[config.mk]
export PLATFORM = sky130hd
export DESIGN_NAME = lnr_divider
export DESIGN_NICKNAME = d
export VERILOG_FILES = /design/src/hw/rtl/lnr_pkg.sv /design/src/hw/rtl/lnr_divider.sv
export SDC_FILE = /design/constraint.sdc
export NUM_CORES = 1
export LEC_CHECK = 0
export ABC_CLOCK_PERIOD_IN_PS = 3000
export BUFFER_PORTS_ARGS = -buffer_cell sky130_fd_sc_hd__buf_2
export CAP_MARGIN = 20
export CORE_MARGIN = 2
export CORE_UTILIZATION = 55
export CTS_CLUSTER_SIZE = 16
export DETAILED_ROUTE_END_ITERATION = 8
export PLACE_DENSITY = 0.81
export SLEW_MARGIN = 20
export SYNTH_ARGS = -nofsm -noshare
export SYNTH_HDL_FRONTEND = slang
export SYNTH_SLANG_ARGS = --single-unit
[constraint.sdc]
create_clock -name clk -period 3 [get_ports clk]
set_input_delay 0.6 -clock clk [delete_from_list [all_inputs] [get_ports clk]]
set_output_delay 0.6 -clock clk [all_outputs]
set_load 0.02 [all_outputs]
[src/hw/rtl/lnr_pkg.sv]
// Shared types, constants and helper functions of the layer normalization block.
// Used by every other file of the block; depends on nothing.
package lnr_pkg;

  localparam int DATA_BITS  = 16;
  localparam int SUM_BITS   = 26;
  localparam int LEN_BITS   = 10;
  localparam int EPS_BITS   = 24;
  localparam int CFG_BITS   = 24;
  localparam int IDX_BITS   = 1;
  localparam int OUT_LANES  = 8;
  localparam int LANE_BITS  = 3;
  localparam int CNT_BITS   = 4;
  localparam int DEV_BITS   = 28;
  localparam int MAG_BITS   = 27;
  localparam int ACC_BITS   = 60;
  localparam int DIV_N_BITS = 60;
  localparam int DIV_D_BITS = 34;
  localparam int ROOT_BITS  = 29;
  localparam int RAD_BITS   = 58;
  localparam int NORM_BITS  = 42;
  localparam int PROD_BITS  = 56;
  localparam int Y_BITS     = 60;
  localparam int WORD_BITS  = 3 * DATA_BITS;

  localparam logic [IDX_BITS-1:0]   REG_ROW_LENGTH = 1'd0;
  localparam logic [IDX_BITS-1:0]   REG_EPSILON    = 1'd1;
  localparam logic [LEN_BITS-1:0]   ROW_LENGTH_RST = 10'd512;
  localparam logic [EPS_BITS-1:0]   EPSILON_RST    = 24'd168;
  localparam logic [ROOT_BITS-1:0]  INV_MAX        = 29'h1FFF_FFFF;
  localparam logic [NORM_BITS-2:0]  NORM_CLAMP     = 41'h100_0000_0000;
  localparam logic [DIV_N_BITS-1:0] INV_NUMER      = 60'h100_0000_0000_0000;

  typedef enum logic [4:0] {
    ST_LOAD, ST_VAR_RD, ST_VAR_DEV, ST_VAR_SQ, ST_CUBE1, ST_CUBE2,
    ST_DIV_VAR, ST_WAIT_VAR, ST_DIV_INV, ST_WAIT_INV, ST_SQRT, ST_WAIT_SQRT,
    ST_GRP, ST_OUT_RD, ST_OUT_DEV, ST_OUT_MUL, ST_OUT_DIV, ST_WAIT_NORM,
    ST_PP_LO, ST_PP_HI, ST_SUM, ST_LANE, ST_EMIT
  } state_t;

  typedef struct packed {
    logic                  start;
    logic [DIV_N_BITS-1:0] dividend;
    logic [DIV_D_BITS-1:0] divisor;
  } div_req_t;

  typedef struct packed {
    logic                  done;
    logic [DIV_N_BITS-1:0] quotient;
  } div_rsp_t;

  typedef struct packed {
    logic                start;
    logic [RAD_BITS-1:0] radicand;
  } sqrt_req_t;

  typedef struct packed {
    logic                 done;
    logic [ROOT_BITS-1:0] root;
  } sqrt_rsp_t;

  // Clamp a wide signed value into the signed output range.
  function automatic logic [DATA_BITS-1:0] sat_out(input logic signed [33:0] y);
    logic signed [33:0] hi;
    logic signed [33:0] lo;
    hi = 34'sd32767;
    lo = -34'sd32768;
    if (y > hi) begin
      return DATA_BITS'(hi);
    end else if (y < lo) begin
      return DATA_BITS'(lo);
    end
    return y[DATA_BITS-1:0];
  endfunction

endpackage

[src/hw/rtl/lnr_divider.sv]
// Restoring unsigned divider, one quotient bit per cycle.
// Shared by the variance, inverse and per-element scaling steps; depends on lnr_pkg.
module lnr_divider (
  input  logic                clk,
  input  logic                rst,
  input  lnr_pkg::div_req_t   req,
  output lnr_pkg::div_rsp_t   rsp
);
  import lnr_pkg::*;

  logic [DIV_N_BITS-1:0] work;
  logic [DIV_D_BITS-1:0] rem;
  logic [DIV_D_BITS-1:0] dsr;
  logic [5:0]            cnt;
  logic                  busy;
  logic                  done;
  logic [DIV_D_BITS:0]   trial;
  logic                  fits;

  assign trial = {rem, work[DIV_N_BITS-1]};
  assign fits  = trial >= {1'b0, dsr};

  always_ff @(posedge clk) begin
    if (rst) begin
      busy <= 1'b0;
      done <= 1'b0;
      cnt  <= '0;
    end else begin
      done <= 1'b0;
      if (req.start) begin
        busy <= 1'b1;
        cnt  <= '0;
      end else if (busy) begin
        cnt <= cnt + 6'd1;
        if (cnt == 6'(DIV_N_BITS - 1)) begin
          busy <= 1'b0;
          done <= 1'b1;
        end
      end
    end
  end

  always_ff @(posedge clk) begin
    if (req.start) begin
      work <= req.dividend;
      rem  <= '0;
      dsr  <= req.divisor;
    end else if (busy) begin
      rem  <= fits ? DIV_D_BITS'(trial - {1'b0, dsr}) : trial[DIV_D_BITS-1:0];
      work <= {work[DIV_N_BITS-2:0], fits};
    end
  end

  assign rsp.done     = done;
  assign rsp.quotient = work;

  property p_no_restart;
    @(posedge clk) disable iff (rst) busy |-> !req.start;
  endproperty
  a_no_restart: assert property (p_no_restart)
    else $error("divider started while busy");

  a_done_end: assert property (@(posedge clk) disable iff (rst)
    done |-> $past(busy) && !busy)
    else $error("divider done without finishing");

  a_cnt_range: assert property (@(posedge clk) disable iff (rst)
    busy |-> cnt < 6'(DIV_N_BITS))
    else $error("divider count out of range");

endmodule

==> results of run 1 <==
[critical path: cells and delay by family (launching register included)]
| kind | cells | cell delay [ps] |
|---|---|---|
| AOI/OAI and AO/OA | 4 | 870 |
| xor gates and xnor gates | 1 | 140 |
| adders and majority gates | 2 | 560 |
| buffers and inverters | 2 | 150 |
| DFF | 1 | 410 |
| muxes | 1 | 100 |
| and+or+nand+nor | 2 | 520 |
[power by group]
group | switching [uW] | total (uW) | internal (uW)
Sequential | 82.9 | 2270 | 2190
Clock | 795 | 2250 | 1460
Combinational | 579 | 1020 | 443
Total | 1460 | 5550 | 4090
[flip-flops by register name, summed over array words and instances (netlist names)]
register  count
work         60
dsr          34
rem          34
cnt           6
busy          1
done          1
[worst paths after layout]
check                             from                    to  slack (ps)  cells past startpoint
setup reg to reg    work[59]$_DFFE_PP_  rem[10]$_SDFFE_PP0P_         170                     12
setup / recovery    work[59]$_DFFE_PP_  rem[10]$_SDFFE_PP0P_         170                     12
hold reg to reg   rem[29]$_SDFFE_PP0P_  rem[30]$_SDFFE_PP0P_         500                      2
hold / removal                     rst       busy$_SDFF_PP0_         340                      2
[per-stage QoR]
step           utilization [%]  setup slack [ps]  hold slack [ps]  setup TNS (ps)  area (um2)
6_report                 70.04             170.3            337.7               0        9165
5_1_grt                  70.04            -39.16            330.1          -86.75        9165
4_1_cts                  69.35             5.630            319.9               0        9075
3_5_place_dp             64.34            -70.61            497.4          -71.63        8419
3_3_place_gp             64.34             64.02            466.6               0        8419
2_1_floorplan                -             174.7            448.0               0        7287
[cells by family (layout without fill, tap and decap cells)]
family	Yosys count	in the layout
XOR/XNOR	34	34
AO/OA/AOI/OAI	160	160
buffers and inverters	81	270
adder cells (fa/ha/maj)	36	36
AND/OR/NAND/NOR	135	135
flip-flops	136	136
multiplexers	81	81
[metal layers]
layer / GRT usage (%) / share of wire, %
met1: 29.57 / 42
met2: 42.35 / 49
met3: 8.190 / 6.8
met4: 10.19 / 2.5
met5: 0 / 0
[cell usage after synthesis (5+ instances only)]
| library cell | count | area (um2) |
|---|---|---|
| o21ai_0 | 31 | 155.2 |
| clkbuf_1 | 27 | 101.4 |
| nand4_1 | 9 | 56.30 |
| dfxtp_1 | 42 | 840.8 |
| edfxtp_1 | 94 | 2823 |
| mux2_2 | 63 | 709.4 |
| nor3_1 | 5 | 25.02 |
| ha_1 | 35 | 437.9 |
| nand2_1 | 45 | 168.9 |
| a21oi_1 | 46 | 230.2 |
| inv_1 | 47 | 176.4 |
| xor2_1 | 15 | 131.4 |
| xnor2_1 | 19 | 166.4 |
| nand3_1 | 13 | 65.06 |
| a211oi_1 | 25 | 187.7 |
| mux2i_1 | 18 | 180.2 |
| nor2_1 | 43 | 161.4 |
| a21o_1 | 17 | 127.6 |
[what timing repair did]
action                                  4_1_cts  5_1_grt
endpoints found under the hold margin         0        0
setup buffers                                 0        4
endpoints found under the setup margin        5       31
resized for setup                             3       11
pin swaps                                     0        7
[final cells by class]
type	instances	share of cell area (%)
Clock buffer	22	5.174
Clock inverter	10	1.816
Inverter	47	1.925
Multi-Input combinational cell	446	36.56
Sequential cell	136	39.97
Tap cell	176	2.403
Timing Repair Buffer	191	12.15
==> metrics.csv, run 1 <==
metric;value;unit
diodes;0;
cp_slowest_cell;edfxtp_1;
cp-end-kind;flop;
timing.fmax;353.4;MHz
synth-seq-cells;136;
peakVddDrop;0.4742;mV
dp_cells;992;
cp_common_cell;inv_1;
multiInputGateArea;3351;um2
insertion_delay;420;ps
cts_tree;done;
stdcell_count;1028;
status;complete, no violations;
crit_path_cell_trace;inv_1 > ha_1 > inv_1 > fa_2 > a211oi_4 > nor3_2 > or3_1 > a21o_1 > a21oi_1 > xnor2_1 > mux2i_1 > a211oi_1;
post_drt_wl_per_cell;16.90;um
first_pass_iters;6;
cts_max_path_buffers;2;
ctsHoldBuffers;0;
hold_path.class;input pin to flop;
required;3340;ps
rows;42;
clock-skew-final;12.00;ps
antenna_left;0;
layout.nets;972;
clkTransAtPathRegs;60;ps
hold_viol;0;
layout_min_cycle_time;2830;ps
grt_overflow_total;0;
cp-start-kind;flop;
cts_buffers;17;
synth_edf_count;94;
grt_use_total;25.10;%
fill_cells;947;
synthFlopType;edfxtp_1;
synth_cell_types;54;
timing.slew.headroom;29.52;%
drt_iter0_drc;295;
grt_pass1_wl;28100;um
yosys.area_share.simple;8.345;%
syn-mean-instance-area;10.99;um2
synth_nets;796;
p_leak;0.003875;uW
viasPerCell;5.583;
cap_viol_max_count;0;
seqCellArea;3664;um2
cp_max_fo;3;
root_buffer;clkbuf_16;
fp.dieW;119.1;um
synthAdderAreaFrac;6.284;%
syn_to_final_growth;25.77;%
vias;5739;
drv_slew;0;
cts_max_level;4;
synthXorXnorAreaFrac;4.087;%
grt_max_degree;106;
total_power;5548;uW
synth_top_family_by_area;compound AO/OA/AOI/OAI gates;
power_density;605.4;nW/um2
clock-sinks;136;
setup_viol;0;
synth-seq-area-share;50.27;%
period_share;94.32;%
yosysWarnings;0;
crit_type;flop to flop;
portBuffers;157;
final_common_cell;buf_2;
die_area;14190;um2
grt_pass1_vias;5852;
syn_area;7287;um2
drive_gt1_share;35.68;%
muxShareOfSynthArea;12.21;%
async_reset_ff_share;0;%
fp.dieH;119.1;um
arrival;3170;ps
netlist_instances;663;
finalWirelength;17380;um
layout_common_cells;buf_2 (156), edfxtp_1 (94), mux2_2 (63);
antenna_found_initial;0;
synth_compound_area_share;14.30;%
num_io_pins;158;
core_area;13090;um2
start_util;55.69;%
max_stage_delay;410;ps
gp_congestion;0.9200;
route.detailed.drc;0;
worst-slew-pin-transition;1053;ps
hpwl;12240;um
(Power assumes the default switching activity.)
==> run 2, diff against run 1 <==
- SETUP_SLACK_MARGIN: unset -> 0.2
==> metrics.csv, run 2 (synthesis results as in run 1) <==
metric;value;unit;change
grt_overflow_total;0;;unchanged
busiest_layer;met2;;unchanged
timing.slew.headroom;39.45;%;was 29.52%
p_leak;0.003807;uW;was 0.003875 uW
crit_path_cell_trace;inv_1 > ha_2 > inv_2 > fa_2 > a211oi_4 > nor3_4 > o22ai_2 > o21bai_4 > a311oi_2 > o21ai_1 > a21oi_2 > xnor2_1 > o21ai_0;;was inv_1 > ha_1 > inv_1 > fa_2 > a211oi_4 > nor3_2 > or3_1 > a21o_1 > a21oi_1 > xnor2_1 > mux2i_1 > a211oi_1
hold_ws;340.0;ps;was 337.7 ps
fp.dieH;119.1;um;unchanged
cts_buffers;17;;unchanged
insertion_delay;430;ps;was 420 ps
cp-end-kind;flop;;unchanged
peakVddDrop;0.4724;mV;was 0.4742 mV
worst-slew-pin-transition;906.4;ps;was 1053 ps
total_power;5288;uW;was 5548 uW
crit_type;flop to flop;;unchanged
cap_viol_max_count;0;;unchanged
layout_min_cycle_time;2768;ps;was 2830 ps
cp_max_fo;4;;was 3
rows;42;;unchanged
layout.nets;965;;was 972
rsz0062_at_grt;true;;
gp_congestion;0.9174;;was 0.9200
cts_max_path_buffers;2;;unchanged
hpwl;11580;um;was 12240 um
largest_reg_flops;60;;unchanged
worst_r2r_path_depth;13;;was 12
dp_cells;978;;was 992
period_share;92.28;%;was 94.32%
diodes;0;;unchanged
timing.fmax;361.2;MHz;was 353.4 MHz
grt_pass1_wl;26520;um;was 28100 um
drv_slew;0;;unchanged
clock-sinks;136;;unchanged
grt_use_total;23.54;%;was 25.10%
critPathBufInv;2;;unchanged
layout_common_cells;buf_2 (156), edfxtp_1 (94), mux2_2 (63);;unchanged
finalWirelength;16760;um;was 17380 um
num_io_pins;158;;unchanged
hold_viol;0;;unchanged
use_met3;7.184;%;was 8.190%
cp_slowest_cell;edfxtp_1;;unchanged
cp_top_family;compound AO/OA/AOI/OAI gates;;unchanged
clock-skew-final;9.229;ps;was 12.00 ps
viasPerCell;5.597;;was 5.583
vias;5715;;was 5739
drive_gt1_share;38.34;%;was 35.68%
fp.dieW;119.1;um;unchanged
tns;0;ps;unchanged
clkTransAtPathRegs;60;ps;about the same
power_density;577.5;nW/um2;was 605.4 nW/um2
post_drt_wl_per_cell;16.42;um;was 16.90 um
cts_max_level;4;;unchanged
start_util;55.69;%;unchanged
cts_tree;done;;unchanged
top_register;work;;unchanged
grt_pass1_vias;5694;;was 5852
grt_max_degree;91;;was 106
ctsHoldBuffers;0;;unchanged
fill_cells;939;;was 947
syn_to_final_growth;25.67;%;was 25.77%
setup_viol;0;;unchanged
final_common_cell;buf_2;;unchanged
grt_use_met2;40.45;%;was 42.35%
crit_cells;13;;was 12
stdcell_count;1021;;was 1028
cp-start-kind;flop;;unchanged
portBuffers;157;;unchanged
reg.largest.list;work x60, dsr x34, rem x34;;unchanged
root_buffer;clkbuf_16;;unchanged
drt_iter0_drc;384;;was 295
use_met1;27.75;%;was 29.57%
max_stage_delay;390;ps;was 410 ps
route.detailed.drc;0;;unchanged
hold_path_depth;2;;unchanged
status;complete, no violations;;unchanged
die_area;14190;um2;unchanged
required;3310;ps;was 3340 ps
arrival;3080;ps;was 3170 ps
antenna_left;0;;unchanged
antenna_found_initial;0;;unchanged
first_pass_iters;5;;was 6
core_area;13090;um2;unchanged
hold_path.class;input pin to flop;;unchanged
==> run 2: cell count changes in the layout (fill, tap and decap cells not counted), sizes merged <==
cell,before,now
buf,191,184
bufinv,4,1
clkbuf,22,19
clkinv,0,3
inv,48,51
==> run 2: layout make-up <==
class	instances	area, um2	share of cell area (%)
Clock inverter	13	121.4	1.325
Clock buffer	19	432.9	4.727
Timing Repair Buffer	184	1039	11.34
Multi-Input combinational cell	446	3505	38.27
Tap cell	176	220.2	2.405
Sequential cell	136	3664	40.01
Inverter	47	176.4	1.926
==> run 2: power breakdown <==
part | internal [uW] | total [uW] | leakage (uW) | switching, uW
Sequential | 2190 | 2270 | 0.00128 | 83.4
Clock | 1150 | 1960 | 0.000257 | 815
Combinational | 460 | 1060 | 0.00227 | 595
Total | 3790 | 5290 | 0.00381 | 1490
==> run 2: metal layers <==
layer | wire (um) | vias to the layer above
li1 | - | 2767
met1 | 6817 | 2677
met2 | 8429 | 238
met3 | 1165 | 33
met4 | 350 | 0
met5 | 0 | -
==> run 2: worst paths after layout <==
kind | slack, ps | startpoint | end
max | 230 | work[59]$_DFFE_PP_ | rem[32]$_SDFFE_PP0P_
min | 340 | rst | busy$_SDFF_PP0_
max reg2reg | 230 | work[59]$_DFFE_PP_ | rem[32]$_SDFFE_PP0P_
min reg2reg | 470 | rem[28]$_SDFFE_PP0P_ | rem[28]$_SDFFE_PP0P_
==> run 2: through the flow <==
stage | utilization, % | area, um2 | worst slack (ps)
2_1_floorplan | - | 7293 | 214.6
3_3_place_gp | 63.40 | 8295 | 125.2
3_5_place_dp | 63.40 | 8295 | 19.47
4_1_cts | 68.09 | 8910 | 203.6
5_1_grt | 69.98 | 9158 | 89.43
6_report | 69.98 | 9158 | 231.7
==> run 2: what timing repair did <==
item,CTS,global route
resized for setup,7,47
setup buffers,4,7
setup endpoints to repair,32,35
pin swaps,7,15
cloned,0,0
