<file path="config.mk">
export PLATFORM = sky130hd
export DESIGN_NAME = lnr_isqrt
export DESIGN_NICKNAME = d
export VERILOG_FILES = /design/src/hw/rtl/lnr_pkg.sv /design/src/hw/rtl/lnr_isqrt.sv
export SDC_FILE = /design/constraint.sdc
export NUM_CORES = 1
export LEC_CHECK = 0
export ABC_CLOCK_PERIOD_IN_PS = 4350
export BUFFER_PORTS_ARGS = -buffer_cell sky130_fd_sc_hd__buf_2
export CAP_MARGIN = 10
export CORE_ASPECT_RATIO = 0.7
export CORE_MARGIN = 4
export CORE_UTILIZATION = 60
export DETAILED_ROUTE_END_ITERATION = 6
export GPL_TIMING_DRIVEN = 0
export PLACE_DENSITY = 0.87
export SYNTH_ARGS = -nofsm -noshare
export SYNTH_HDL_FRONTEND = slang
export SYNTH_SLANG_ARGS = --single-unit
</file>
<file path="constraint.sdc">
create_clock -name clk -period 4.35 [get_ports clk]
set_input_delay 0.2175 -clock clk [delete_from_list [all_inputs] [get_ports clk]]
set_output_delay 0.2175 -clock clk [all_outputs]
set_load 0.005 [all_outputs]
</file>
<file path="src/hw/rtl/lnr_pkg.sv">
// Shared types, constants and helper functions of the layer normalization block.
// Used by every other file of the block; depends on nothing.
package lnr_pkg;

  localparam int DATA_BITS  = 16;
  localparam int SUM_BITS   = 26;
  localparam int LEN_BITS   = 10;
  localparam int EPS_BITS   = 24;
  localparam int CFG_BITS   = 24;
  localparam int IDX_BITS   = 1;
  localparam int OUT_LANES  = 8;
  localparam int LANE_BITS  = 3;
  localparam int CNT_BITS   = 4;
  localparam int DEV_BITS   = 28;
  localparam int MAG_BITS   = 27;
  localparam int ACC_BITS   = 60;
  localparam int DIV_N_BITS = 60;
  localparam int DIV_D_BITS = 34;
  localparam int ROOT_BITS  = 29;
  localparam int RAD_BITS   = 58;
  localparam int NORM_BITS  = 42;
  localparam int PROD_BITS  = 56;
  localparam int Y_BITS     = 60;
  localparam int WORD_BITS  = 3 * DATA_BITS;

  localparam logic [IDX_BITS-1:0]   REG_ROW_LENGTH = 1'd0;
  localparam logic [IDX_BITS-1:0]   REG_EPSILON    = 1'd1;
  localparam logic [LEN_BITS-1:0]   ROW_LENGTH_RST = 10'd512;
  localparam logic [EPS_BITS-1:0]   EPSILON_RST    = 24'd168;
  localparam logic [ROOT_BITS-1:0]  INV_MAX        = 29'h1FFF_FFFF;
  localparam logic [NORM_BITS-2:0]  NORM_CLAMP     = 41'h100_0000_0000;
  localparam logic [DIV_N_BITS-1:0] INV_NUMER      = 60'h100_0000_0000_0000;

  typedef enum logic [4:0] {
    ST_LOAD, ST_VAR_RD, ST_VAR_DEV, ST_VAR_SQ, ST_CUBE1, ST_CUBE2,
    ST_DIV_VAR, ST_WAIT_VAR, ST_DIV_INV, ST_WAIT_INV, ST_SQRT, ST_WAIT_SQRT,
    ST_GRP, ST_OUT_RD, ST_OUT_DEV, ST_OUT_MUL, ST_OUT_DIV, ST_WAIT_NORM,
    ST_PP_LO, ST_PP_HI, ST_SUM, ST_LANE, ST_EMIT
  } state_t;

  typedef struct packed {
    logic                  start;
    logic [DIV_N_BITS-1:0] dividend;
    logic [DIV_D_BITS-1:0] divisor;
  } div_req_t;

  typedef struct packed {
    logic                  done;
    logic [DIV_N_BITS-1:0] quotient;
  } div_rsp_t;

  typedef struct packed {
    logic                start;
    logic [RAD_BITS-1:0] radicand;
  } sqrt_req_t;

  typedef struct packed {
    logic                 done;
    logic [ROOT_BITS-1:0] root;
  } sqrt_rsp_t;

  // Clamp a wide signed value into the signed output range.
  function automatic logic [DATA_BITS-1:0] sat_out(input logic signed [33:0] y);
    logic signed [33:0] hi;
    logic signed [33:0] lo;
    hi = 34'sd32767;
    lo = -34'sd32768;
    if (y > hi) begin
      return DATA_BITS'(hi);
    end else if (y < lo) begin
      return DATA_BITS'(lo);
    end
    return y[DATA_BITS-1:0];
  endfunction

endpackage

</file>
<file path="src/hw/rtl/lnr_isqrt.sv">
// Digit-by-digit integer square root, one result bit per cycle.
// Gives floor(sqrt(radicand)); depends on lnr_pkg.
module lnr_isqrt (
  input  logic                clk,
  input  logic                rst,
  input  lnr_pkg::sqrt_req_t  req,
  output lnr_pkg::sqrt_rsp_t  rsp
);
  import lnr_pkg::*;

  logic [RAD_BITS-1:0]  rad;
  logic [31:0]          rem;
  logic [ROOT_BITS-1:0] root;
  logic [4:0]           cnt;
  logic                 busy;
  logic                 done;
  logic [31:0]          rem_t;
  logic [31:0]          trial;
  logic                 fits;

  assign rem_t = {rem[29:0], rad[RAD_BITS-1:RAD_BITS-2]};
  assign trial = {1'b0, root, 2'b01};
  assign fits  = rem_t >= trial;

  always_ff @(posedge clk) begin
    if (rst) begin
      busy <= 1'b0;
      done <= 1'b0;
      cnt  <= '0;
    end else begin
      done <= 1'b0;
      if (req.start) begin
        busy <= 1'b1;
        cnt  <= '0;
      end else if (busy) begin
        cnt <= cnt + 5'd1;
        if (cnt == 5'(ROOT_BITS - 1)) begin
          busy <= 1'b0;
          done <= 1'b1;
        end
      end
    end
  end

  always_ff @(posedge clk) begin
    if (req.start) begin
      rad  <= req.radicand;
      rem  <= '0;
      root <= '0;
    end else if (busy) begin
      rad  <= {rad[RAD_BITS-3:0], 2'b00};
      rem  <= fits ? rem_t - trial : rem_t;
      root <= {root[ROOT_BITS-2:0], fits};
    end
  end

  assign rsp.done = done;
  assign rsp.root = root;

  a_no_restart: assert property (@(posedge clk) disable iff (rst)
    busy |-> !req.start)
    else $error("square root started while busy");

  a_done_end: assert property (@(posedge clk) disable iff (rst)
    done |-> $past(busy) && !busy)
    else $error("square root done without finishing");

  a_rem_bound: assert property (@(posedge clk) disable iff (rst)
    busy |-> rem[31:30] == 2'b00)
    else $error("square root remainder overflow");

endmodule

</file>
==> qor.yml, run 1 <==
routing:
  drt-total-wl_um: 18300
  detail-route-antenna-nets: 0
  drc: 0
  num_vias: 5899
  wl_per_cell_um: 18.9
  initialDrtViolationCount: 625
  vias_per_cell: 6.10
  dr.pass1.iters: 5
cells_and_area:
  area_growth_pct: 17.7
  multiInputGateArea_sq_mm: 0.00360
  final_common_cell: "buf_2"
  antenna-diode-count: 0
  final_cell_mix: "buf_2 (94), nor2_1 (81), dfxtp_1 (66)"
  final_nets: 895
  final_util_pct: 74.0
  drive_above_1_share_pct: 27.9
  n_fill_cell: 809
  instances_no_fill: 967
  seq_area_sq_mm: 0.00306
floorplanning:
  die_h_um: 99.0
  initial_utilization_pct: 62.9
  fp.dieW_um: 138
  core_area_sq_mm: 0.0113
  num_io_pins: 91
  dieArea_sq_mm: 0.0137
  rows: 32
synth:
  ys.flop_type: "dfxtp_1"
  ys_async_sr_fraction_pct: 0
  synth_fp_nets: 784
  synth_edf_count: 58
  syn_area_sq_mm: 0.00710
  yosysUniqueCellTypes: 73
  synthCells: 690
  ys_seq_area_share_pct: 43.2
  yosys_warnings: 0
  ys_seq_elements: 124
  syn_area_per_cell_sq_um: 10.3
pwr:
  p_total_mw: 6.09
  power_frac_comb_pct: 52.0
  ir_drop_mv: 0.618
  p_sw_share_pct: 42.3
  p_int_mw: 3.51
  powerDensity_mw_per_mm2: 729
  netSwitchingPower_mw: 2.57
  leakagePower_nw: 3.36
  pwr-share-seq_pct: 25.0
  clock_power_share_pct: 23.1
min_path:
  hp-start: "req[1]"
  hold_class: "primary input to flop"
  whs_path_depth: 2
  min_to: "rad[1]"
placed_design:
  gp_congestion: 0.925
  hpwl_um: 12700
  port_buffers: 90
  dp.cells: 933
  pre_cts_slack_ns: 1.24
global_route:
  grt_pass1_wl_um: 29000
  grt_max_degree: 59
  track_usage_pct: 26.9
  grt-ovfl-total: 0
  antenna_found_initial: 0
  grt_pass1_vias: 5860
status:
  status: "completed"
worst_setup_path:
  arrival_ns: 3.54
  path_max_fanout: 8
  crit_type: "flop to flop"
  rrSetupSlack_ns: 1.08
  cp.required_ns: 4.61
  reg2regPathDepth: 10
  endpoint_kind: "flop"
  timing.rr.start: "root[0]"
  startpoint_type: "flop"
  timing.rr.end: "rem[26]"
clock_tree:
  clkTransAtPathRegs_ns: 0.06
  cts_made_buffers: 17
  cts_root_buf: "clkbuf_16"
  h-tree-depth: 4
  cts_sinks: 124
  insertion_delay_ns: 0.42
  cts_setup_buffers: 0
  clk_path_buf_depth: 2
  cts_tree: "built"
sta:
  hold_viol_final: 0
  post-route-period-util_pct: 75.3
  relSlewSlack_pct: 40.0
  worst_pin_slew_ns: 0.900
  setup_viol: 0
  rsz0062_at_grt: "no"
  fin_ws_ns: 1.08
  drv_slew: 0
  min_period_ns: 3.27
  skew_ns: 0.0103
  setup_tns_ns: 0
  max_freq_mhz: 305
flow_run:
  drv_cap: 0
-- power by group through the flow --
stage          combinational (mW)  sequential [mW]  clock [mW]
2_1_floorplan                2.33             1.48           0
3_3_place_gp                 2.87             1.52           0
3_5_place_dp                 2.98             1.53           0
4_1_cts                      3.06             1.51        1.41
5_1_grt                      3.39             1.53        1.46
6_report                     3.17             1.52        1.40
-- stage by stage --
stage | hold WS [ns] | cell area [sq um]
6_report | 0.0843 | 8350
5_1_grt | 0.0961 | 8350
4_1_cts | 0.0799 | 8330
3_5_place_dp | 0.396 | 7740
3_3_place_gp | 0.389 | 7740
2_1_floorplan | 0.290 | 7100
-- worst max-delay path by stage --
stage	depth (start not counted)	slack, ns	from	end
6_report	10	1.08	root[0]	rem[26]
5_1_grt	10	0.94	root[0]	rem[26]
4_1_cts	10	1.13	root[0]	rem[26]
3_5_place_dp	10	1.24	root[0]	rem[20]
3_3_place_gp	10	1.36	root[0]	rem[28]
2_1_floorplan	10	1.75	root[0]	rem[13]
-- state kept, by name (all words and copies together) (netlist names) --
| signal | cells |
|---|---|
| busy | 1 |
| cnt | 5 |
| done | 1 |
| rad | 58 |
| rem | 30 |
| root | 29 |
-- metal layers --
layer  track usage [%]  routed length [um]  vias to the layer above
li1                  -                   -                     2740
met4              9.64                 497                        0
met3              6.94                1800                       63
met1              36.4                7620                     2768
met2              41.9                8350                      328
met5                 0                   0                        -
-- Yosys cell counts, types with 4 or more instances --
master / n / share of area [%]
nand3_1: 27 / 1.9
clkbuf_1: 17 / 0.90
mux2i_1: 30 / 4.2
buf_4: 7 / 0.74
a21o_1: 7 / 0.74
and2_1: 6 / 0.53
nor3_1: 8 / 0.56
xnor2_1: 15 / 1.9
a21o_2: 4 / 0.49
nand2_1: 29 / 1.5
a31oi_1: 11 / 0.97
a311oi_1: 17 / 2.1
buf_2: 4 / 0.28
mux2_2: 56 / 8.9
nand4_1: 6 / 0.53
and3_1: 7 / 0.62
o31ai_1: 7 / 0.74
edfxtp_1: 58 / 25
buf_6: 9 / 1.4
inv_1: 38 / 2.0
dfxtp_1: 66 / 19
ha_1: 33 / 5.8
o21ai_0: 13 / 0.92
a21oi_1: 23 / 1.6
o21ai_1: 18 / 1.3
buf_1: 4 / 0.21
nor3b_1: 8 / 0.85
o21bai_1: 6 / 0.63
nor2_1: 81 / 4.3
xor2_1: 16 / 2.0
-- worst max-delay path: stages, from the launching register on --
cell and delay [ns]:
dfxtp_1 0.42, inv_1 0.07, ha_1 0.36, nor2b_4 0.16, o311ai_2 0.29, a32oi_2 0.25
a31oi_4 0.38, o21ai_4 0.17, o21a_4 0.28, nor2_1 0.54, o31ai_1 0.20
-- kinds of logic after synthesis --
kind of cell	after synthesis	share of synthesized area (%)
simple gates	192	13.1
compound gates	142	14.8
flops	124	43.2
mux	86	13.1
buf+inv	82	6.17
fa+ha+maj	33	5.82
xor+xnor	31	3.83
-- area by class of cell --
| type | count | share of cell area (%) |
|---|---|---|
| buffer | 44 | 3.54 |
| clock buffer | 19 | 5.30 |
| clock inverter | 13 | 1.69 |
| inverter | 38 | 1.71 |
| multi-input combinational | 484 | 43.0 |
| sequential | 124 | 36.7 |
| tap | 153 | 2.29 |
| timing repair buffer | 92 | 5.75 |
-- timing repair --
item | CTS | global route
gates resized for setup | 0 | 0
hold buffers | 1 | 0
hold endpoints to repair | 1 | 0
Power figures use the tool's default switching activity.
==> run 2: changes to the inputs <==
ABC_CLOCK_PERIOD_IN_PS = 2680   (was 4350)
CORE_UTILIZATION = 53   (was 60)
PLACE_DENSITY = 0.82   (was 0.87)
clock period = 2.68 ns   (was 4.35 ns; I/O delays follow)
==> qor.yml, run 2 (same netlist as run 1, synthesis figures left out) <==
routing:
  drc: 0  # unchanged
  dr.pass1.iters: 6  # +1
  vias_per_cell: 6.01  # -1.5%
  detail-route-antenna-nets: 0  # unchanged
  wl_per_cell_um: 18.9  # about the same
  initialDrtViolationCount: 759  # +21%
  routed.top_layer: "met4"
  drt-total-wl_um: 18800  # +2.8%
  wl_met3_um: 1630  # -9.3%
  met2RoutedLength_um: 8490  # +1.7%
  num_vias: 5975  # +1.3%
  wl_met1_um: 8270  # +8.5%
floorplanning:
  rows: 35  # +9.4%
  dieArea_sq_mm: 0.0153  # +12%
  fp.dieW_um: 146  # +6.0%
  die_h_um: 105  # +5.9%
  num_io_pins: 91  # unchanged
  core_area_sq_mm: 0.0131  # +16%
  initial_utilization_pct: 54.0  # -8.8 points
worst_setup_path:
  slowest_delay_ns: 0.37  # -0.17 ns
  crit_path_top_delay_cell: "dfxtp_4"
  crit_top_cell: "o21ai_4"
  critPathBufInv: 2  # +1
  arrival_ns: 3.13  # -0.41 ns
  rrSetupSlack_ns: -0.13  # -1.21 ns
  timing.rr.end: "rem[2]"
  crit_family: "compound AO/OA/AOI/OAI gates"
  crit_type: "flop to flop"
  endpoint_kind: "flop"
  cp.required_ns: 3.00  # -1.61 ns
  path_max_fanout: 6  # -2
  worstPathCellList: "inv_1 > ha_4 > nor2b_4 > o311ai_4 > a32oi_2 > a31oi_4 > o21ai_4 > o21ai_4 > buf_12 > nand3_4 > a311oi_2"
  timing.rr.start: "root[0]"
  startpoint_type: "flop"
  reg2regPathDepth: 11  # +1
global_route:
  grt_pass1_vias: 5435  # -7.3%
  track_usage_pct: 22.5  # -4.4 points
  grt_max_degree: 38  # -36%
  grt-ovfl-total: 0  # unchanged
  grt_pass1_wl_um: 28000  # -3.6%
  antenna_found_initial: 0  # unchanged
pwr:
  leakagePower_nw: 3.59  # +7.0%
  p_int_mw: 6.84  # +95%
  ir_drop_mv: 0.791  # +28%
  p_sw_share_pct: 42.5  # +0.21 points
  p_total_mw: 11.9  # +95%
  power_frac_comb_pct: 58.6  # +6.6 points
  clock_power_share_pct: 20.3  # -2.8 points
  netSwitchingPower_mw: 5.05  # +96%
  pwr-share-seq_pct: 21.1  # -3.9 points
  powerDensity_mw_per_mm2: 1300  # +79%
placed_design:
  port_buffers: 90  # unchanged
  gp_congestion: 0.904  # -2.2%
  hpwl_um: 12000  # -5.0%
sta:
  hold_slack_ns: 0.0165  # -0.0679 ns
  setup_viol: 29  # +29
  hold_viol_final: 0  # unchanged
  relSlewSlack_pct: 42.8  # +2.8 points
  max_freq_mhz: 356  # +16%
  fin_ws_ns: -0.132  # -1.21 ns
  rsz0062_at_grt: "yes"
  worst_pin_slew_ns: 0.858  # -0.0427 ns
  drv_slew: 0  # unchanged
  post-route-period-util_pct: 105  # +30 points
  min_period_ns: 2.81  # -0.463 ns
  skew_ns: 0.0122  # +0.00192 ns
cells_and_area:
  top_regs: "rad: 58 flops, rem: 30 flops, root: 29 flops"
  largest_register_ffs: 58  # unchanged
  final_nets: 909  # +1.6%
  top_register: "rad"
  area_growth_pct: 28.6
  final_common_cell: "buf_2"
  final_cell_mix: "buf_2 (92), nor2_1 (77), edfxtp_1 (58)"
  antenna-diode-count: 0  # unchanged
  n_fill_cell: 940  # +16%
  drive_above_1_share_pct: 38.8  # +11 points
min_path:
  whs_path_depth: 2  # unchanged
  hp-start: "req[16]"
  hold_class: "primary input to flop"
  min_to: "rad[16]"
clock_tree:
  cts_root_buf: "clkbuf_16"
  cts_tree: "built"
  clkTransAtPathRegs_ns: 0.06  # about the same
  cts_sinks: 124  # unchanged
  insertion_delay_ns: 0.42  # about the same
  h-tree-depth: 4  # unchanged
  clk_path_buf_depth: 2  # unchanged
  cts_made_buffers: 17  # unchanged
status:
  violations: "negative setup slack"
  status: "finished, violations left"
flow_run:
  drv_cap: 0  # unchanged
## run 2: worst max path at each step
stage                         end  depth (start not counted)  startpoint  slack [ns]
final                      rem[2]                         11     root[0]       -0.13
after global placement    rem[24]                         10     root[0]       -0.40
after floorplan           rem[13]                         10     root[0]        0.08
after CTS                  rem[5]                         11    root[17]       0.001
after global routing       rem[2]                         10      rem[0]       -0.21
after detailed placement  rem[22]                         10     root[0]       -0.46
## run 2: through the flow
| stage | util [%] | instance area (sq um) | TNS (ns) | setup slack (ns) | cells |
|---|---|---|---|---|---|
| 2_1_floorplan | - | 7100 | 0 | 0.0764 | 690 |
| 3_3_place_gp | 59.0 | 7750 | -7.74 | -0.396 | 946 |
| 3_5_place_dp | 59.2 | 7770 | -8.95 | -0.459 | 947 |
| 4_1_cts | 65.8 | 8650 | 0 | 0.00121 | 990 |
| 5_1_grt | 69.5 | 9130 | -4.76 | -0.207 | 994 |
| 6_report | 69.5 | 9130 | -2.01 | -0.132 | 994 |
## run 2: metal layers
layer	vias to the layer above	GRT usage (%)
met4	0	6.17
met2	317	32.8
met1	2829	33.7
met3	49	4.81
met5	-	0
li1	2780	-
## run 2: timing repair
action                                 CTS  global route
setup endpoints to repair               31            31
hold buffers                             3             0
endpoints found under the hold margin    3             0
resized for setup                       32            87
cloned                                   0             1
buffers inserted                         9             6
pin swaps                               15            44
## run 2: layout make-up
type	count	area, sq um	area share [%]
clock buffer	17	425	4.66
buffer	40	308	3.37
sequential	124	3080	33.7
multi-input combinational	484	4100	44.9
inverter	38	143	1.56
clock inverter	15	186	2.04
timing repair buffer	110	682	7.47
tap	166	208	2.27
## run 2: power groups by stage
stage / combinational, mW / clock [mW] / sequential [mW]
floorplan: 3.79 / 0 / 2.40
global placement: 4.73 / 0 / 2.48
detailed placement: 4.81 / 0 / 2.49
CTS: 5.59 / 2.42 / 2.46
global route: 7.36 / 2.52 / 2.52
finish: 6.97 / 2.42 / 2.51
## run 2: worst reg2reg max path: cells and delay by family (launching register included)
family / cells / cell delay [ns]
AO/OA/AOI/OAI: 6 / 1.60
adder cells (fa/ha/maj): 1 / 0.27
buffers and inverters: 2 / 0.26
flip-flops: 1 / 0.37
AND/OR/NAND/NOR: 2 / 0.22
